### src/sv/mcd_pkg.sv
// Shared widths, divisors and month tables for the millisecond to civil date converter.
package mcd_pkg;

  localparam int MS_W    = 49;  // millisecond count
  localparam int REM_W   = 49;  // running remainder of the shared divide unit
  localparam int DIV_W   = 27;  // widest divisor (milliseconds per day)
  localparam int SHIFT_W = 5;   // divisor shift, up to DAY_SHIFT
  localparam int DAY_W   = 23;  // whole day count
  localparam int YQ_W    = 15;  // year estimate and year number
  localparam int DB_W    = 24;  // days before a year
  localparam int DOY_W   = 9;   // day of year, 0 to 365
  localparam int Q100_W  = 8;   // year / 100

  localparam int MAX_YEAR_DEF = 9999;

  localparam logic [DIV_W-1:0] MS_PER_DAY    = 27'd86400000;
  localparam logic [DIV_W-1:0] MS_PER_HOUR   = 27'd3600000;
  localparam logic [DIV_W-1:0] MS_PER_MIN    = 27'd60000;
  localparam logic [DIV_W-1:0] MS_PER_SEC    = 27'd1000;
  localparam logic [DIV_W-1:0] DAYS_PER_YEAR = 27'd365;

  // First divisor shift of each pass, one less than the quotient width.
  localparam logic [SHIFT_W-1:0] DAY_SHIFT  = 5'd22;
  localparam logic [SHIFT_W-1:0] HOUR_SHIFT = 5'd4;
  localparam logic [SHIFT_W-1:0] MIN_SHIFT  = 5'd5;
  localparam logic [SHIFT_W-1:0] SEC_SHIFT  = 5'd5;
  localparam logic [SHIFT_W-1:0] YEAR_SHIFT = 5'd14;

  // n / 100 == (n * 5243) >> 19 for every n below 43699.
  localparam logic [12:0] DIV100_MUL = 13'd5243;
  localparam int          DIV100_SH  = 19;

  localparam logic [DOY_W-1:0] CUM_COMMON [12] = '{
    9'd31, 9'd59, 9'd90, 9'd120, 9'd151, 9'd181,
    9'd212, 9'd243, 9'd273, 9'd304, 9'd334, 9'd365
  };
  localparam logic [DOY_W-1:0] CUM_LEAP [12] = '{
    9'd31, 9'd60, 9'd91, 9'd121, 9'd152, 9'd182,
    9'd213, 9'd244, 9'd274, 9'd305, 9'd335, 9'd366
  };

endpackage

### src/sv/mcd_div_step.sv
// One restoring divide step: compare the remainder with the shifted divisor and subtract.
module mcd_div_step (
  input  logic [mcd_pkg::REM_W-1:0]   rem,
  input  logic [mcd_pkg::DIV_W-1:0]   divisor,
  input  logic [mcd_pkg::SHIFT_W-1:0] shift,
  output logic [mcd_pkg::REM_W-1:0]   rem_next,
  output logic                        qbit
);

  logic [mcd_pkg::REM_W-1:0] shifted;

  assign shifted  = mcd_pkg::REM_W'(divisor) << shift;
  assign qbit     = (rem >= shifted);
  assign rem_next = qbit ? (rem - shifted) : rem;

endmodule

### src/sv/milliseconds_to_civil_date_top.sv
// Top level: millisecond count to civil date and time of day, one request at a time.
//
// Request channel: req_valid / req_stall carry a millisecond count since
// 0001-01-01 00:00:00.000. A request is taken at a clock edge with req_valid
// high and req_stall low; req_stall stays high while a request is in work.
// Result channel: rsp_valid / rsp_stall carry year, month, day_of_month, hour,
// minute, second, millisecond and out_of_range. Counts that reach the first
// day after year MAX_YEAR give out_of_range = 1 with every other field zero.
// One shared compare-subtract unit produces one quotient bit per cycle: 23
// bits of day count, 5 of hour, 6 of minute, 6 of second and 15 of year
// estimate. The year estimate is then lowered in a loop (days-before
// evaluation, then compare), once plus once per correction, at most about a
// dozen corrections; a last state picks month and day. The next request is
// taken once the unit is back in idle after its result is registered.
// The result sits in an output register: a stalled result holds there while
// the next request is already taken. Should a second result finish while the
// first is still stalled, the unit holds in the month stage until it is taken.
// Reset (rst, synchronous) returns to idle and drops any pending result.
module milliseconds_to_civil_date_top #(
  parameter int MAX_YEAR = mcd_pkg::MAX_YEAR_DEF
) (
  input  logic                     clk,
  input  logic                     rst,
  input  logic                     req_valid,
  output logic                     req_stall,
  input  logic [mcd_pkg::MS_W-1:0] milliseconds,
  output logic                     rsp_valid,
  input  logic                     rsp_stall,
  output logic [13:0]              year,
  output logic [3:0]               month,
  output logic [4:0]               day_of_month,
  output logic [4:0]               hour,
  output logic [5:0]               minute,
  output logic [5:0]               second,
  output logic [9:0]               millisecond,
  output logic                     out_of_range
);

  // First day count past the last reportable year.
  localparam int unsigned DAYS_LIMIT =
    365 * MAX_YEAR + MAX_YEAR / 4 - MAX_YEAR / 100 + MAX_YEAR / 400;

  typedef enum logic [3:0] {
    S_IDLE, S_DAYS, S_HOUR, S_MIN, S_SEC, S_YEAR, S_YCALC, S_YCHK, S_DATE
  } state_t;

  state_t state;

  logic [mcd_pkg::REM_W-1:0]   rem;
  logic [mcd_pkg::DAY_W-1:0]   quo;
  logic [mcd_pkg::SHIFT_W-1:0] cnt;
  logic [mcd_pkg::DAY_W-1:0]   days;
  logic [4:0]                  hour_q;
  logic [5:0]                  minute_q;
  logic [5:0]                  second_q;
  logic [9:0]                  msec_q;
  logic [mcd_pkg::YQ_W-1:0]    yest;
  logic [mcd_pkg::DB_W-1:0]    db;
  logic [mcd_pkg::DOY_W-1:0]   day_rem;
  logic [mcd_pkg::YQ_W-1:0]    year_num;
  logic [mcd_pkg::Q100_W-1:0]  year_q100;

  logic [mcd_pkg::DIV_W-1:0]   divisor;
  logic [mcd_pkg::REM_W-1:0]   rem_next;
  logic                        qbit;
  logic [mcd_pkg::DAY_W-1:0]   quo_next;
  logic [mcd_pkg::YQ_W-1:0]    yest_inc;

  logic                        div100_zero;
  logic                        leap;
  logic [3:0]                  month_idx;
  logic [mcd_pkg::DOY_W-1:0]   month_before;
  logic [4:0]                  dom;
  logic                        beyond;

  // Days in whole years 1 .. n.
  function automatic logic [mcd_pkg::DB_W-1:0] days_before(
    input logic [mcd_pkg::YQ_W-1:0] n
  );
    logic [27:0]               prod;
    logic [mcd_pkg::DB_W-1:0]  q100;
    prod = 28'(n) * 28'(mcd_pkg::DIV100_MUL);
    q100 = mcd_pkg::DB_W'(prod >> mcd_pkg::DIV100_SH);
    return mcd_pkg::DB_W'(n) * mcd_pkg::DB_W'(365) + mcd_pkg::DB_W'(n >> 2)
           - q100 + (q100 >> 2);
  endfunction

  function automatic logic [mcd_pkg::Q100_W-1:0] div100(
    input logic [mcd_pkg::YQ_W-1:0] n
  );
    logic [27:0] prod;
    prod = 28'(n) * 28'(mcd_pkg::DIV100_MUL);
    return mcd_pkg::Q100_W'(prod >> mcd_pkg::DIV100_SH);
  endfunction

  assign req_stall = (state != S_IDLE);

  // Pick the divisor of the pass in work.
  always_comb begin
    unique case (state)
      S_DAYS:  divisor = mcd_pkg::MS_PER_DAY;
      S_HOUR:  divisor = mcd_pkg::MS_PER_HOUR;
      S_MIN:   divisor = mcd_pkg::MS_PER_MIN;
      S_SEC:   divisor = mcd_pkg::MS_PER_SEC;
      S_YEAR:  divisor = mcd_pkg::DAYS_PER_YEAR;
      default: divisor = '0;
    endcase
  end

  mcd_div_step u_step (
    .rem      (rem),
    .divisor  (divisor),
    .shift    (cnt),
    .rem_next (rem_next),
    .qbit     (qbit)
  );

  assign quo_next = {quo[mcd_pkg::DAY_W-2:0], qbit};
  assign yest_inc = yest + 1'b1;

  // Leap year from the registered year / 100, then month by table search.
  always_comb begin
    div100_zero = (mcd_pkg::YQ_W'(year_q100) * mcd_pkg::YQ_W'(100)) == year_num;
    leap = ((year_num[1:0] == 2'd0) && !div100_zero) ||
           (div100_zero && (year_q100[1:0] == 2'd0));
    month_idx = '0;
    for (int k = 0; k < 11; k++) begin
      if ((leap ? mcd_pkg::CUM_LEAP[k] : mcd_pkg::CUM_COMMON[k]) <= day_rem) begin
        month_idx = month_idx + 4'd1;
      end
    end
    if (month_idx == 4'd0) begin
      month_before = '0;
    end else if (leap) begin
      month_before = mcd_pkg::CUM_LEAP[month_idx - 4'd1];
    end else begin
      month_before = mcd_pkg::CUM_COMMON[month_idx - 4'd1];
    end
    dom    = 5'(day_rem - month_before + 1'b1);
    beyond = (32'(days) >= DAYS_LIMIT);
  end

  always_ff @(posedge clk) begin
    if (rst) begin
      state     <= S_IDLE;
      rsp_valid <= 1'b0;
    end else begin
      // Drop the result once taken, unless a new one replaces it.
      if (rsp_valid && !rsp_stall && (state != S_DATE)) begin
        rsp_valid <= 1'b0;
      end
      unique case (state)
        S_IDLE: begin
          if (req_valid) begin
            rem   <= mcd_pkg::REM_W'(milliseconds);
            quo   <= '0;
            cnt   <= mcd_pkg::DAY_SHIFT;
            state <= S_DAYS;
          end
        end
        S_DAYS: begin
          rem <= rem_next;
          if (cnt == '0) begin
            days  <= quo_next;
            quo   <= '0;
            cnt   <= mcd_pkg::HOUR_SHIFT;
            state <= S_HOUR;
          end else begin
            quo <= quo_next;
            cnt <= cnt - 1'b1;
          end
        end
        S_HOUR: begin
          rem <= rem_next;
          if (cnt == '0) begin
            hour_q <= quo_next[4:0];
            quo    <= '0;
            cnt    <= mcd_pkg::MIN_SHIFT;
            state  <= S_MIN;
          end else begin
            quo <= quo_next;
            cnt <= cnt - 1'b1;
          end
        end
        S_MIN: begin
          rem <= rem_next;
          if (cnt == '0) begin
            minute_q <= quo_next[5:0];
            quo      <= '0;
            cnt      <= mcd_pkg::SEC_SHIFT;
            state    <= S_SEC;
          end else begin
            quo <= quo_next;
            cnt <= cnt - 1'b1;
          end
        end
        S_SEC: begin
          if (cnt == '0) begin
            second_q <= quo_next[5:0];
            msec_q   <= rem_next[9:0];
            rem      <= mcd_pkg::REM_W'(days);
            quo      <= '0;
            cnt      <= mcd_pkg::YEAR_SHIFT;
            state    <= S_YEAR;
          end else begin
            rem <= rem_next;
            quo <= quo_next;
            cnt <= cnt - 1'b1;
          end
        end
        S_YEAR: begin
          rem <= rem_next;
          if (cnt == '0) begin
            yest  <= quo_next[mcd_pkg::YQ_W-1:0];
            state <= S_YCALC;
          end else begin
            quo <= quo_next;
            cnt <= cnt - 1'b1;
          end
        end
        S_YCALC: begin
          db    <= days_before(yest);
          state <= S_YCHK;
        end
        S_YCHK: begin
          if ((yest != '0) && (db > mcd_pkg::DB_W'(days))) begin
            yest  <= yest - 1'b1;
            state <= S_YCALC;
          end else begin
            day_rem   <= mcd_pkg::DOY_W'(mcd_pkg::DB_W'(days) - db);
            year_num  <= yest_inc;
            year_q100 <= div100(yest_inc);
            state     <= S_DATE;
          end
        end
        S_DATE: begin
          // Hold here until the output register is free.
          if (!rsp_valid || !rsp_stall) begin
            rsp_valid <= 1'b1;
            if (beyond) begin
              year         <= '0;
              month        <= '0;
              day_of_month <= '0;
              hour         <= '0;
              minute       <= '0;
              second       <= '0;
              millisecond  <= '0;
              out_of_range <= 1'b1;
            end else begin
              year         <= year_num[13:0];
              month        <= month_idx + 4'd1;
              day_of_month <= dom;
              hour         <= hour_q;
              minute       <= minute_q;
              second       <= second_q;
              millisecond  <= msec_q;
              out_of_range <= 1'b0;
            end
            state <= S_IDLE;
          end
        end
        default: state <= S_IDLE;
      endcase
    end
  end

`ifndef SYNTH
  // A taken request keeps the unit busy in the next cycle.
  a_busy_after_req: assert property (@(posedge clk) disable iff (rst)
    (req_valid && !req_stall) |=> req_stall)
    else $error("request taken but unit not busy");

  // An out-of-range result carries no date or time.
  a_oor_zero: assert property (@(posedge clk) disable iff (rst)
    (rsp_valid && out_of_range) |->
      (year == '0 && month == '0 && day_of_month == '0 && hour == '0 &&
       minute == '0 && second == '0 && millisecond == '0))
    else $error("out-of-range result with nonzero fields");

  // A normal result lies within calendar and clock limits.
  a_fields_legal: assert property (@(posedge clk) disable iff (rst)
    (rsp_valid && !out_of_range) |->
      (month >= 4'd1 && month <= 4'd12 && day_of_month >= 5'd1 &&
       hour <= 5'd23 && minute <= 6'd59 && second <= 6'd59 &&
       millisecond <= 10'd999))
    else $error("result field out of its range");
`endif

endmodule

### config.mk
export PLATFORM = sky130hd
export DESIGN_NAME = milliseconds_to_civil_date_top
export DESIGN_NICKNAME = d
export VERILOG_FILES = /design/src/sv/mcd_pkg.sv /design/src/sv/mcd_div_step.sv /design/src/sv/milliseconds_to_civil_date_top.sv
export SDC_FILE = /design/constraint.sdc
export NUM_CORES = 1
export LEC_CHECK = 0
export BUFFER_PORTS_ARGS = -buffer_cell sky130_fd_sc_hd__buf_2
export CORE_MARGIN = 8
export CORE_UTILIZATION = 55
export CTS_CLUSTER_SIZE = 40
export DETAILED_ROUTE_END_ITERATION = 8
export PLACE_DENSITY_LB_ADDON = 0.05
export SYNTH_ARGS = -nofsm -noshare
export SYNTH_HDL_FRONTEND = slang
export SYNTH_SLANG_ARGS = --single-unit
### constraint.sdc
create_clock -name clk -period 22.7 [get_ports clk]
set_input_delay 4.54 -clock clk [delete_from_list [all_inputs] [get_ports clk]]
set_output_delay 4.54 -clock clk [all_outputs]
set_load 0.005 [all_outputs]
==> metrics, run 1 <==
CTS Sinks=253; setup_tns=0 ns; Area Growth Syn to Fin=7.702%; IO buf count=between 100 and 150; CTS Hold Bufs=0; Gate power share=between 20 and 30%; post-synthesis mux area share=around 1.1%; Worst R2R Start=year_q100[1]; I/O pin total=approximately 110; Sw Pwr=about 0.45 mW; Clock transition at path regs=approximately 0.060 ns; gp weighted congestion=about 0.94; initial antenna violation count=1; die height=243.1 um; Most used DFF post-synth=edfxtp_1; HP Start=quo[21]; Compound-Gate Fraction of Synth Area=around 14%; Final Hold Vio Count=0; most frequent cells in the layout=inv_1, ha_1, edfxtp_1, fa_1, nand2_1; worst hold endpoint=days[22]; GRT overflow=0; f_max=just over 70 MHz; Final Setup Violations=0; Hold Path Class=flop to flop; via count=21020; CTS Root Cell=clkbuf_16; Core Rows=83; r2r endpoint=day_of_month[4]; CP max-delay cell=fa_1; Worst Skew=roughly 0.023 ns; Post-synth EDFFs=248; Slew headroom=a little under a quarter; Syn Nets=around 3600; CORE AREA=51200 um^2; sw frac=between 30 and 40%; worst setup path class=flop to flop; die width=243.1 um; Seq cells post-synth=roughly 250; Lkg Pwr=13.86 nW; DR iter-0 viols=1324; Setup crit start=year_q100[1]; drc violations=0; XOR/XNOR Fraction of Synth Area=5.377%; commonest non-fill, non-tap cell in the layout=inv_1; Tightest Pin Transition=roughly 1.2 ns; H-tree levels=1; cell count after synthesis=slightly below 3000; most used cell along the critical path=ha_1; Max clock buf depth=3; Resized cells post-CTS=0; sequential share of the synthesized area=26.61%; setup bufs post-CTS=0; clk_lat worst skew=0.57 ns; dpl ws=about 8.7 ns; Layout Cell Area excl Fill=about 31000 um^2; min cycle time layout=approximately 14 ns; crit-path max FO=14; simple-gate share of the synthesized area=11.49%; Setup WS post-layout=roughly 8.6 ns; largest family of logic cells by synthesized area=adder cells; worst reg2reg path depth=57; HPWL Detailed=approximately 59000 um; maximum vdd drop=53.62 uV; share of layout cells above drive strength 1=approximately 7.6%; Internal Pwr Total=about 0.95 mW; vias in the first global route=roughly 22000; RSZ-0062 raised after global routing=false; fin crit share=62.04%; Vias/cell=about 5.7; Critical Path End Type=flop; drt total wl=72980 um; pin count of the biggest net entering global routing=between 50 and 60; CTS tree=yes; CTS buffer count=27; CP Data Arrival Time=14.49 ns; post-synthesis average cell area=9.754 um^2; Slowest Stage Delay on Critical Path=about 0.49 ns; Total GRT Usage=24.54%; critical path launch point type=flop; clock share of power=around a third; Placed Area=between 20000 and 30000 um^2; fraction of the mapped netlist area in adder cells=~35%; setup slack, reg-to-reg=~8.6 ns; Final ANT Viol Nets=0; status=completed; # diodes=0; async set or reset register ratio after synthesis=0%; first-pass GRT wire length=approximately 120000 um; cell area after synthesis=28360 um^2; initial cell density of the core=between 50% and 60%; Reg power frac=40.5%; Ys Warns=0; DR pass1 iterations=5; worst hold stages=0; Netlist cell types=just under 100; Wirelength per Cell=around 20 um; Final Max Slew Viols=0; die area=just under 60000 um^2; Max Cap Violations=0; Worst EP required=around 23 ns; power per cell area=45.58 nW/um^2; fin nets=3680
[cell type report]
class | count | area, um^2
Clock buffer | 33 | 698.2
Multi-Input combinational cell | 2118 | 18870
Fill cell | 4472 | 20650
Timing Repair Buffer | 133 | 735.7
Inverter | 448 | 1682
Clock inverter | 15 | 166.4
Sequential cell | 253 | 7547
Tap cell | 680 | 850.8
[metrics by stage]
stage	power [mW]	util [%]	hold WS, ns	std cells
global route	1.464	59.67	0.4353	3680
finish	1.392	59.67	0.4278	3680
detailed placement	0.9574	57.98	0.4128	3632
global placement	0.9519	57.98	0.4043	3632
floorplan	0.8524	-	0.4003	2908
CTS	1.403	59.67	0.4285	3680
[per-layer routing]
metal  vias to the layer above  part of all wire (%)  GRT usage, %
met5                         -                     0             0
met4                         0                   3.0         7.528
met3                       100                   3.8         1.966
met2                       451                    50         43.37
met1                     10300                    43         31.77
li1                      10170                     -             -
[power by group through the flow]
stage	Clock (mW)	Sequential (mW)	Combinational (mW)
after floorplan	0	0.566	0.286
after global placement	0	0.573	0.379
after detailed placement	0	0.573	0.384
after CTS	0.452	0.564	0.386
after global routing	0.465	0.567	0.432
final	0.441	0.564	0.388
[worst max-delay path, delay by kind of cell (launching register included)]
| family | cells | cell delay (ns) |
|---|---|---|
| simple gates | 9 | 1.74 |
| mux | 3 | 1.13 |
| flops | 1 | 0.45 |
| buf+inv | 7 | 0.68 |
| fa+ha+maj | 17 | 5.33 |
| compound gates | 18 | 3.70 |
| xor+xnor | 3 | 0.95 |
[cells in the mapped netlist, types with 9 or more instances]
cell	number	area share, %
ha_1	418	18
nor3_1	39	0.69
a22oi_1	27	0.71
a211oi_1	14	0.37
buf_1	20	0.26
nor2b_1	25	0.55
a31oi_1	20	0.44
a21o_1	54	1.4
and3_1	14	0.31
o21a_1	11	0.29
o21bai_1	19	0.50
a21oi_1	155	2.7
a22o_1	13	0.40
nor2_1	168	2.2
fa_1	228	16
nand4_1	28	0.62
nand3_1	49	0.86
and2_1	77	1.7
o21ai_0	180	3.2
nand2_1	190	2.5
or2_2	12	0.26
edfxtp_1	248	26
xor2_1	49	1.5
or3_1	11	0.24
a32oi_1	12	0.37
o211ai_1	9	0.24
a21boi_0	11	0.29
clkbuf_1	64	0.85
inv_1	443	5.9
mux2i_1	19	0.67
xnor2_1	105	3.2
o31ai_1	13	0.34
nand2b_1	26	0.57
[worst max-delay path by stage]
stage	to	depth (start not counted)
finish	day_of_month[4]	57
global route	day_of_month[4]	57
CTS	day_of_month[4]	57
detailed placement	day_of_month[4]	57
global placement	day_of_month[4]	57
floorplan	day_of_month[4]	59
[cell families after synthesis]
| logic type | Yosys count |
|---|---|
| and+or+nand+nor | 671 |
| adders and majority gates | 646 |
| AOI/OAI and AO/OA | 610 |
| buffers and inverters | 537 |
| DFF | 253 |
| xor gates and xnor gates | 162 |
| muxes | 29 |
[sequential cells by signal, indices dropped and copies added (netlist names), 10 cells and up]
signal,flops
quo,22
days,23
db,24
msec_q,10
millisecond,10
yest,15
rem,49
year,14
year_num,15
Note: power is estimated with default switching activity, not from simulation.
==> run 2, diff against run 1 <==
- ABC_AREA: default -> 1
- clock period: 22.7 -> 11.9 ns (I/O delays scaled with it)
==> run 2 against run 1 <==
Net effect:
- die area up 0.17%
- non-clock buffer count up 46
- wire length up 2.4%
- clock skew up 0.0081 ns
- cell area up 2.3%
- clock-buffer cell count up 1
- setup slack worse by 8.0 ns
- largest cell class unchanged
- first-iteration DRC count up 21%
- clock power up 99%
- sequential power up 140%
- highest routed layer unchanged
- hold slack better by 0.0063 ns
- combinational power rose to 7.9 times the previous value
==> metrics, run 2 <==
status=completed; Ys Warns=0 (unchanged); Total GRT Usage=24.97% (+0.44 points); Worst R2R Start=year_q100[2]; XOR/XNOR Fraction of Synth Area=4.007% (-1.4 points); Wirelength per Cell=18.15 um (-8.5%); CP max-delay cell=fa_1; Compound-Gate Fraction of Synth Area=9.472% (-4.2 points); pin count of the biggest net entering global routing=63 (+13%); RSZ-0062 raised after global routing=true; Tightest Pin Transition=1.246 ns (+0.08343 ns); Syn Nets=3970 (+10%); die height=243.3 um (about the same); Top reg by flops=rem; DR pass1 iterations=7 (+2); gp weighted congestion=0.9700 (+2.9%); Lkg Pwr=15.23 nW (+9.9%); # diodes=0 (unchanged); Area Growth Syn to Fin=9.956%; cell count after synthesis=3271 (+12%); Clock transition at path regs=0.06 ns (about the same); Setup crit start=year_q100[2]; CP Data Arrival Time=11.57 ns (-2.92 ns); cell area after synthesis=28410 um^2 (+0.18%); power per cell area=170.8 nW/um^2 (+270%); fin crit share=94.87% (+33 points); post-synth top area cell=edfxtp_1; f_max=88.58 MHz (+25%); DR iter-0 viols=1598 (+21%); initial antenna violation count=1 (unchanged); drt total wl=74730 um (+2.4%); r2r endpoint=day_of_month[3]; overall power=5.337 mW (+280%); Core Rows=83 (unchanged); commonest non-fill, non-tap cell in the layout=inv_1; Most used DFF post-synth=edfxtp_1; simple-gate share of the synthesized area=15.62% (+4.1 points); fin nets=4114 (+12%); Vias/cell=5.386 (-5.7%); initial cell density of the core=55.50% (+0.10 points); GRT overflow=0 (unchanged); post-synthesis mux area share=0.1761% (-0.96 points); post-layout util=61.03% (+1.4 points); Final ANT Viol Nets=0 (unchanged); die area=59190 um^2 (+0.17%); via count=22170 (+5.5%); Worst Hold Slack=0.4341 ns (+0.006278 ns); Worst setup endpoint=day_of_month[3]; Slew headroom=16.65% (-5.9 points); Max Cap Violations=0 (unchanged); Setup WS post-layout=0.6105 ns (-8.007 ns); share of the synthesized area in the top cell type=26.21% (-0.047 points); CTS buffer count=28 (+3.7%); Slowest Stage Delay on Critical Path=0.56 ns (+0.07 ns); most frequent cells in the layout=inv_1, nand2_1, ha_1, nor2_1, edfxtp_1; maximum vdd drop=118.9 uV (+120%); Max clock buf depth=3 (unchanged); Worst EP required=12.18 ns (-10.92 ns); Post-synth EDFFs=248 (unchanged); Top Registers=rem: 49 flops, db: 24 flops, days: 23 flops; post-synthesis average cell area=8.687 um^2 (-11%); critical path launch point type=flop; Final Setup Violations=0 (unchanged); setup slack, reg-to-reg=0.61 ns (-8.01 ns); I/O pin total=106 (unchanged); CTS Sinks=253 (unchanged); share of layout cells above drive strength 1=9.601% (+2.0 points); placed insts=4020 (+11%); CTS Root Cell=clkbuf_16; CTS tree=yes; clk_lat worst skew=0.58 ns (about the same); critical path's top delay family=adder cells; Worst Skew=0.03097 ns (+0.008080 ns); Buf+Inv Stages, Crit Path=11 (+4); sequential share of the synthesized area=26.56% (-0.048 points); largest family of logic cells by synthesized area=adder cells; dpl ws=0.3595 ns (-8.327 ns); Final Max Slew Viols=0 (unchanged); vias in the first global route=22580 (+2.9%); Critical Path End Type=flop; Final Hold Vio Count=0 (unchanged); async set or reset register ratio after synthesis=0% (unchanged); worst reg2reg path depth=66 (+16%); crit-path max FO=7 (-7); Crit path depth=66 (+16%); CORE AREA=51200 um^2 (unchanged); worst setup path class=flop to flop; fraction of the mapped netlist area in adder cells=34.47% (-0.062 points); CTS Hold Bufs=0 (unchanged); Hold Path Class=flop to flop; top cells by area, synth=edfxtp_1, ha_1, fa_1; die width=243.3 um (about the same); HPWL Detailed=61510 um (+4.5%); min cycle time layout=11.29 ns (-2.793 ns); first-pass GRT wire length=119600 um (+1.6%); most common cell in the netlist=inv_1; max reg flops=49 (unchanged); top post-synthesis cells by count=inv_1, nand2_1, ha_1, nor2_1, edfxtp_1; drc violations=0 (unchanged); Seq cells post-synth=253 (unchanged); most used cell along the critical path=nand2_1; Post-Layout Cell Count=4117 (+12%); Netlist cell types=60 (-39%); IO buf count=105 (unchanged); H-tree levels=1 (unchanged)
run 2: cell count changes after synthesis, sizes merged, moves of 26 or more:
cell / before / now
a21o: 54 / 4
a21oi: 156 / 190
and2: 78 / 4
inv: 445 / 663
nand2: 190 / 572
nand2b: 26 / 0
nand3: 49 / 117
nor2: 168 / 260
o21ai: 186 / 158
xnor2: 107 / 52
xor2: 50 / 78
run 2: final cells by class:
cell class              count  area, um^2
repair buffers            179        1094
multi-input cells        2286       18310
clock inverters            18       178.9
fillers                  4499       19950
clock buffers              34       744.5
well taps                 680       850.8
inverters                 667        2521
flip-flops and latches    253        7547
run 2: per-layer routing:
layer / up-vias / wire (um) / GRT usage (%)
met5: - / 0 / 0
met4: 0 / 2755 / 8.516
met3: 139 / 3014 / 2.276
met2: 544 / 36800 / 44.02
met1: 10580 / 32160 / 31.93
li1: 10920 / - / -
run 2: worst min path at each step:
stage | slack, ns | cells after the start | endpoint | startpoint
after global placement | 0.41 | 0 | days[22] | quo[21]
final | 0.43 | 0 | days[22] | quo[21]
after CTS | 0.44 | 0 | days[22] | quo[21]
after detailed placement | 0.42 | 0 | days[22] | quo[21]
after floorplan | 0.40 | 0 | days[22] | quo[21]
after global routing | 0.45 | 0 | days[22] | quo[21]
run 2: timing repair:
action                     in CTS  in global routing
gates resized for setup         0                 29
setup endpoints to repair       0                  7
setup buffers                   0                 45
run 2: where the power goes:
part           leakage, nW  internal (mW)  switching (mW)
logic                 12.5           1.11            1.97
clock network        0.440          0.495           0.383
registers             2.33           1.26           0.115
run 2: kinds of logic after synthesis:
logic type / Yosys count
XOR/XNOR: 130
flip-flops: 253
multiplexers: 5
AO/OA/AOI/OAI: 473
adder cells (fa/ha/maj): 646
AND/OR/NAND/NOR: 1032
buffers and inverters: 732
run 2: per-stage QoR:
step                setup TNS, ns  instance area [um^2]
finish                          0                 31240
global route              -0.3108                 31240
CTS                             0                 30750
detailed placement              0                 29830
global placement                0                 29830
floorplan                       0                 28410
